**src/rtl/core/tps_pkg.sv**
```systemverilog
`default_nettype none

package tps_pkg;

  localparam int unsigned MaxSteps = 12;
  localparam int unsigned HzW      = 12;
  localparam int unsigned MsW      = 9;
  localparam int unsigned StepW    = 4;
  localparam int unsigned PatW     = 3;
  localparam int unsigned CfgAddrW = 3;
  localparam int unsigned CfgDataW = 32;

  // request codes
  localparam logic ReqTick  = 1'b0;
  localparam logic ReqStart = 1'b1;

  // pattern codes
  localparam logic [PatW-1:0] PatSilent   = 3'd0;
  localparam logic [PatW-1:0] PatShort    = 3'd1;
  localparam logic [PatW-1:0] PatDouble   = 3'd2;
  localparam logic [PatW-1:0] PatError    = 3'd3;
  localparam logic [PatW-1:0] PatUrgent   = 3'd4;
  localparam logic [PatW-1:0] PatStartup  = 3'd5;
  localparam logic [PatW-1:0] PatSuccess  = 3'd6;
  localparam logic [PatW-1:0] PatSilentHi = 3'd7;

  // register index
  localparam logic [0:0] RegMute = 1'b0;

  typedef struct packed {
    logic            req_type;
    logic [PatW-1:0] pattern;
  } in_item_t;

  typedef struct packed {
    logic [HzW-1:0] tone_hz;
    logic           playing;
    logic           finished;
  } out_item_t;

  typedef struct packed {
    logic [HzW-1:0] hz;
    logic [MsW-1:0] ms;
  } tone_step_t;

  // step count of a pattern, capped at MaxSteps
  function automatic logic [StepW-1:0] eff_len(input logic [PatW-1:0] pat);
    logic [StepW-1:0] n;
    case (pat)
      PatShort:   n = 4'd2;
      PatDouble:  n = 4'd4;
      PatError:   n = 4'd2;
      PatUrgent:  n = 4'd12;
      PatStartup: n = 4'd6;
      PatSuccess: n = 4'd8;
      default:    n = 4'd0;
    endcase
    if (32'(n) > MaxSteps) begin
      n = StepW'(MaxSteps);
    end
    return n;
  endfunction

  // frequency and duration of one step
  function automatic tone_step_t step_lookup(input logic [PatW-1:0] pat,
                                             input logic [StepW-1:0] step);
    tone_step_t ts;
    ts = '0;
    case (pat)
      PatShort: begin
        case (step)
          4'd0:    ts = {12'd1047, 9'd100};
          4'd1:    ts = {12'd0, 9'd50};
          default: ts = '0;
        endcase
      end
      PatDouble: begin
        case (step)
          4'd0:    ts = {12'd1047, 9'd100};
          4'd1:    ts = {12'd0, 9'd80};
          4'd2:    ts = {12'd1047, 9'd100};
          4'd3:    ts = {12'd0, 9'd50};
          default: ts = '0;
        endcase
      end
      PatError: begin
        case (step)
          4'd0:    ts = {12'd400, 9'd300};
          4'd1:    ts = {12'd0, 9'd50};
          default: ts = '0;
        endcase
      end
      PatUrgent: begin
        case (step)
          4'd0, 4'd4, 4'd8:        ts = {12'd1000, 9'd80};
          4'd2, 4'd6, 4'd10:       ts = {12'd1500, 9'd80};
          4'd1, 4'd3, 4'd5, 4'd7, 4'd9:
                                   ts = {12'd0, 9'd40};
          4'd11:                   ts = {12'd0, 9'd50};
          default:                 ts = '0;
        endcase
      end
      PatStartup: begin
        case (step)
          4'd0:    ts = {12'd1047, 9'd150};
          4'd1:    ts = {12'd0, 9'd50};
          4'd2:    ts = {12'd1319, 9'd150};
          4'd3:    ts = {12'd0, 9'd50};
          4'd4:    ts = {12'd1568, 9'd300};
          4'd5:    ts = {12'd0, 9'd50};
          default: ts = '0;
        endcase
      end
      PatSuccess: begin
        case (step)
          4'd0:    ts = {12'd1047, 9'd120};
          4'd1:    ts = {12'd0, 9'd40};
          4'd2:    ts = {12'd1319, 9'd120};
          4'd3:    ts = {12'd0, 9'd40};
          4'd4:    ts = {12'd1568, 9'd120};
          4'd5:    ts = {12'd0, 9'd40};
          4'd6:    ts = {12'd2093, 9'd250};
          4'd7:    ts = {12'd0, 9'd50};
          default: ts = '0;
        endcase
      end
      default: ts = '0;
    endcase
    return ts;
  endfunction

endpackage

`default_nettype wire

```
**src/rtl/core/tone_pattern_sequencer.sv**
```systemverilog
`default_nettype none

// Buzzer tone-pattern sequencer. A start transfer (req_type 1) launches one of six
// fixed patterns at its first step and drives that step's tone in the same result;
// pattern codes 0 and 7 stop the buzzer. A tick transfer (req_type 0) stands for one
// millisecond and advances the step timer; past the last step the block goes idle
// and raises finished for that one result. Every input transfer yields exactly one
// result transfer. Throughput is one transfer per clock while out_ready is high;
// each item passes the input register, then the result register, and the sequencer
// state advances when an item moves from the input register into the result
// register. in_ready follows out_ready combinationally through the two-entry pipe.
// Register 0 at byte address 0 (mute_enable, bit 0) forces tone_hz to 0 without
// stopping the sequencing; write it only while the block is idle.
module tone_pattern_sequencer (
  input  wire                               clk,
  input  wire                               rst_n,
  // input channel
  input  wire                               in_valid,
  output logic                              in_ready,
  input  tps_pkg::in_item_t                 in_data,
  // result channel
  output logic                              out_valid,
  input  wire                               out_ready,
  output tps_pkg::out_item_t                out_data,
  // configuration port
  input  wire                               psel,
  input  wire                               penable,
  input  wire                               pwrite,
  input  wire  [tps_pkg::CfgAddrW-1:0]      paddr,
  input  wire  [tps_pkg::CfgDataW-1:0]      pwdata,
  output logic [tps_pkg::CfgDataW-1:0]      prdata,
  output logic                              pready
);

  // input register
  logic                 s1_valid_r;
  tps_pkg::in_item_t    s1_item_r;

  // result register
  logic                 out_valid_r;
  tps_pkg::out_item_t   out_data_r;
  tps_pkg::out_item_t   out_data_nxt;

  // sequencer state
  logic [tps_pkg::PatW-1:0]  active_pattern_r, active_pattern_nxt;
  logic [tps_pkg::StepW-1:0] step_position_r,  step_position_nxt;
  logic [tps_pkg::MsW-1:0]   elapsed_ms_r,     elapsed_ms_nxt;
  logic                      running_r,        running_nxt;

  logic                      mute_enable_r;

  logic                      s1_adv;
  logic                      cfg_wr;
  tps_pkg::tone_step_t       cur_step;
  tps_pkg::tone_step_t       new_step;
  logic [tps_pkg::MsW:0]     elapsed_inc;
  logic [tps_pkg::MsW-1:0]   elapsed_sat;
  logic [tps_pkg::StepW:0]   step_inc;
  logic                      finished;

  // ---------------------------------------------------------------------------
  // Handshake: the input register drains into the result register whenever
  // that one is empty or being taken this cycle.
  // ---------------------------------------------------------------------------
  assign s1_adv    = s1_valid_r && (!out_valid_r || out_ready);
  assign in_ready  = !s1_valid_r || s1_adv;
  assign out_valid = out_valid_r;
  assign out_data  = out_data_r;

  // ---------------------------------------------------------------------------
  // Configuration port. Index is paddr / 4; only register 0 exists.
  // ---------------------------------------------------------------------------
  assign pready = 1'b1;
  assign cfg_wr = psel && penable && pwrite && pready && (paddr[2] == tps_pkg::RegMute);

  always_comb begin
    prdata = '0;
    if (paddr[2] == tps_pkg::RegMute) begin
      prdata[0] = mute_enable_r;
    end
  end

  // ---------------------------------------------------------------------------
  // Next state and result for the item in the input register.
  // ---------------------------------------------------------------------------
  assign cur_step    = tps_pkg::step_lookup(active_pattern_r, step_position_r);
  assign elapsed_inc = {1'b0, elapsed_ms_r} + {{tps_pkg::MsW{1'b0}}, 1'b1};
  // hold at the top of the counter range
  assign elapsed_sat = elapsed_inc[tps_pkg::MsW] ? '1 : elapsed_inc[tps_pkg::MsW-1:0];
  assign step_inc    = {1'b0, step_position_r} + {{tps_pkg::StepW{1'b0}}, 1'b1};

  always_comb begin
    active_pattern_nxt = active_pattern_r;
    step_position_nxt  = step_position_r;
    elapsed_ms_nxt     = elapsed_ms_r;
    running_nxt        = running_r;
    finished           = 1'b0;

    if (s1_item_r.req_type == tps_pkg::ReqStart) begin
      if (s1_item_r.pattern != tps_pkg::PatSilent &&
          s1_item_r.pattern != tps_pkg::PatSilentHi) begin
        // start (or restart) at step 0
        active_pattern_nxt = s1_item_r.pattern;
        step_position_nxt  = '0;
        elapsed_ms_nxt     = '0;
        running_nxt        = 1'b1;
      end else begin
        // silent code stops everything
        active_pattern_nxt = tps_pkg::PatSilent;
        step_position_nxt  = '0;
        elapsed_ms_nxt     = '0;
        running_nxt        = 1'b0;
      end
    end else if (running_r) begin
      elapsed_ms_nxt = elapsed_sat;
      if (elapsed_sat >= cur_step.ms) begin
        elapsed_ms_nxt = '0;
        if (step_inc >= {1'b0, tps_pkg::eff_len(active_pattern_r)}) begin
          // ran past the last step
          active_pattern_nxt = tps_pkg::PatSilent;
          step_position_nxt  = '0;
          running_nxt        = 1'b0;
          finished           = 1'b1;
        end else begin
          step_position_nxt = step_inc[tps_pkg::StepW-1:0];
        end
      end
    end
  end

  // tone of the step the sequencer lands on
  assign new_step = tps_pkg::step_lookup(active_pattern_nxt, step_position_nxt);

  always_comb begin
    out_data_nxt          = '0;
    out_data_nxt.tone_hz  = (running_nxt && !mute_enable_r) ? new_step.hz : '0;
    out_data_nxt.playing  = running_nxt;
    out_data_nxt.finished = finished;
  end

  // ---------------------------------------------------------------------------
  // Control registers
  // ---------------------------------------------------------------------------
  always_ff @(posedge clk) begin
    if (!rst_n) begin
      s1_valid_r       <= 1'b0;
      out_valid_r      <= 1'b0;
      active_pattern_r <= tps_pkg::PatSilent;
      step_position_r  <= '0;
      elapsed_ms_r     <= '0;
      running_r        <= 1'b0;
      mute_enable_r    <= 1'b0;
    end else begin
      if (in_ready) begin
        s1_valid_r <= in_valid;
      end
      if (s1_adv) begin
        out_valid_r      <= 1'b1;
        active_pattern_r <= active_pattern_nxt;
        step_position_r  <= step_position_nxt;
        elapsed_ms_r     <= elapsed_ms_nxt;
        running_r        <= running_nxt;
      end else if (out_ready) begin
        out_valid_r <= 1'b0;
      end
      if (cfg_wr) begin
        mute_enable_r <= pwdata[0];
      end
    end
  end

  // ---------------------------------------------------------------------------
  // Payload registers
  // ---------------------------------------------------------------------------
  always_ff @(posedge clk) begin
    if (in_valid && in_ready) begin
      s1_item_r <= in_data;
    end
    if (s1_adv) begin
      out_data_r <= out_data_nxt;
    end
  end

endmodule

`default_nettype wire

```
**config.mk**
```make
export PLATFORM = sky130hd
export DESIGN_NAME = tone_pattern_sequencer
export DESIGN_NICKNAME = d
export VERILOG_FILES = /design/src/rtl/core/tps_pkg.sv /design/src/rtl/core/tone_pattern_sequencer.sv
export SDC_FILE = /design/constraint.sdc
export NUM_CORES = 1
export LEC_CHECK = 0
export BUFFER_PORTS_ARGS = -buffer_cell sky130_fd_sc_hd__buf_2
export CAP_MARGIN = 20
export CORE_MARGIN = 2
export CORE_UTILIZATION = 36
export CTS_BUF_LIST = sky130_fd_sc_hd__clkbuf_16
export DETAILED_ROUTE_END_ITERATION = 12
export PLACE_DENSITY = 0.59
export SETUP_SLACK_MARGIN = 0.1
export SLEW_MARGIN = 20
export SYNTH_ARGS = -nofsm -noshare
export SYNTH_HDL_FRONTEND = slang
export SYNTH_SLANG_ARGS = --single-unit
```
**constraint.sdc**
```tcl
create_clock -name clk -period 10.35 [get_ports clk]
set_clock_uncertainty 0.15 [all_clocks]
set_input_delay 2.07 -clock clk [delete_from_list [all_inputs] [get_ports clk]]
set_output_delay 2.07 -clock clk [all_outputs]
set_load 0.02 [all_outputs]
```
==> metrics.txt <==
status complete, no violations; Setup Crit Path Kind primary input to output port; Final setup viols 0; fin. max-slew vios 0; # resized after CTS 0; GRT Max-Usage Layer met2; fmax 207.1 MHz; drt total wl 7525 um; Die W 100.8 um; Reg clk slew, reported paths 0.06 ns; Fillers 946; number of global-route vias before repair 2461; met3 GRT Util 2.080%; Synth async-reset ratio 0%; Distinct cells, synth 72; cts-stage hold buffer count 0; Post-synth EDFFs 18; Final #Nets 474; # diodes 0; Slew @ Worst Pin 0.8907 ns; largest cells by area after synthesis dfxtp_1 (18%), edfxtp_1 (16%), buf_4 (7.3%); cell accounting for the most synthesized area dfxtp_1; pin count of the biggest net entering global routing 25; setup_tns 0 ns; vias 2896; Post-CTS Setup Inserts 0; VDD IR-drop max 0.05549 mV; HPWL Detailed 5683 um; synth warn 0; Final Hold Viols 0; Mapped Area 0.003372 mm^2; Hold Path Class flop to flop; Max-slew headroom 40.13%; Crit path required time 8.13 ns; fin util 39.30%; core area 0.009153 mm^2; initial detailed-routing violation count 265; TritonCTS clock tree built; Max Root-Sink Buffers 2; Pwr Density 120.2 mW/mm^2; IO buf count 29; Crit Path Max Fanout 4; minimum clock period 4.828 ns; post-route total power 432.4 uW; worst setup margin 5.522 ns; CTS root buffer clkbuf_16; FP Rows 35; IO Pins 95; Final Cycle Share 46.65%; initial antenna violation count 0; Clock Latency Late Sink 0.29 ns; GRT Total Usage 14.85%; cell with the most instances after synthesis nand2_1; unrepaired setup endpoints after global routing no; met2 Use GR 24.00%; Area Growth Syn to Fin 6.679%; post-place setup slack 5.513 ns; Vias/cell 5.527; grt met1 use 20.30%; cells after synthesis 394; Max-Cap Viols 0; Synth top area share 17.81%; CP Launch Type primary input; DRC 0; Die Footprint 0.01016 mm^2; final cell count without fillers 524; Inst Count DP 516; drt wl/cell 14.36 um; H-Tree Depth 2; total clock sinks 48; Starting Density 36.84%; first-pass GRT wire length 12100 um; sequential element share of the synthesized area 33.84%; die height 100.8 um; routability cong. 0.9208; GR Overflow Total 0; DRT Pass-1 Iters 5; share of cells above drive strength 1 13.08%; Crit. End Element output port; flops & latches, synth 48; Critical Path AT 2.61 ns; Most used DFF post-synth dfxtp_1; Post-DRT Antenna Nets 0; Lkg Pwr 1.420 nW; most frequent cells after synthesis nand2_1 (37), buf_4 (33), nor2_1 (33); TritonCTS Buffers 5; syn_area_per_cell 8.558 um^2
-- path summary, 6_finish.rpt --
| path | start | to | slack (ns) | cells after the start |
|---|---|---|---|---|
| worst max register to register | active_pattern_r[2] | out_data[6] | 6.06 | 16 |
| worst min-delay path | elapsed_ms_r[1] | elapsed_ms_r[1] | 0.36 | 2 |
| worst min register to register | elapsed_ms_r[1] | elapsed_ms_r[1] | 0.36 | 2 |
| worst max-delay path | out_ready | in_ready | 5.52 | 4 |
-- cells by family after synthesis --
| family | after synthesis | share of synthesized area (%) |
|---|---|---|
| flops | 48 | 33.84 |
| mux | 3 | 0.8906 |
| simple gates | 144 | 22.23 |
| xor+xnor | 7 | 1.818 |
| buf+inv | 64 | 11.06 |
| other cells | 2 | 0.2227 |
| fa+ha+maj | 16 | 5.937 |
| compound gates | 110 | 24.01 |
-- power by group --
part	internal, mW	switching, mW	total [mW]	leakage [nW]
combinational	0.0199	0.0473	0.0671	0.934
clock	0.0883	0.0702	0.158	0.0710
sequential	0.202	0.00529	0.207	0.415
total	0.310	0.123	0.432	1.42
-- worst max-delay path, cell delays in order --
cell,delay [ns]
buf_2,0.09
nor2b_1,0.19
nand2_1,0.09
buf_2,0.16
-- placed cells by master, fill, tap and decap left out, types with 3 or more instances in the layout --
cell type,count
nor2_1,33
inv_2,3
a41oi_1,3
nand3_1,14
a21boi_0,3
clkbuf_16,5
dfxtp_1,30
nand4_1,6
a21oi_1,25
a31oi_1,10
buf_2,29
o31ai_1,3
nor4_1,3
nor2b_1,17
ha_1,16
nand2_1,37
a21oi_2,3
edfxtp_1,18
xnor2_1,5
conb_1,32
a22oi_1,15
nand2b_1,3
o21ai_0,12
and3_1,5
inv_1,14
o21a_1,5
mux2i_1,3
nor3_1,7
-- per-layer routing --
| metal | vias up | wire length [um] |
|---|---|---|
| met4 | 0 | 118 |
| met5 | - | 0 |
| met1 | 1365 | 3618 |
| li1 | 1424 | - |
| met2 | 97 | 3463 |
| met3 | 10 | 325 |
-- per-stage QoR --
step,hold WS (ns),instance area [um^2]
global placement,0.3399,3456
CTS,0.3615,3597
global route,0.3952,3597
floorplan,0.3170,3485
finish,0.3597,3597
detailed placement,0.3523,3456
-- final cells by class --
cell class	instances	area [um^2]	share of cell area [%]
clock buffer	5	125.1	3.478
clock inverter	3	16.27	0.4522
inverter	16	60.06	1.670
multi-input combinational	312	1971	54.78
sequential	48	1141	31.72
tap	111	138.9	3.861
timing repair buffer	29	145.1	4.035
Note: power is estimated with default switching activity, not from simulation.
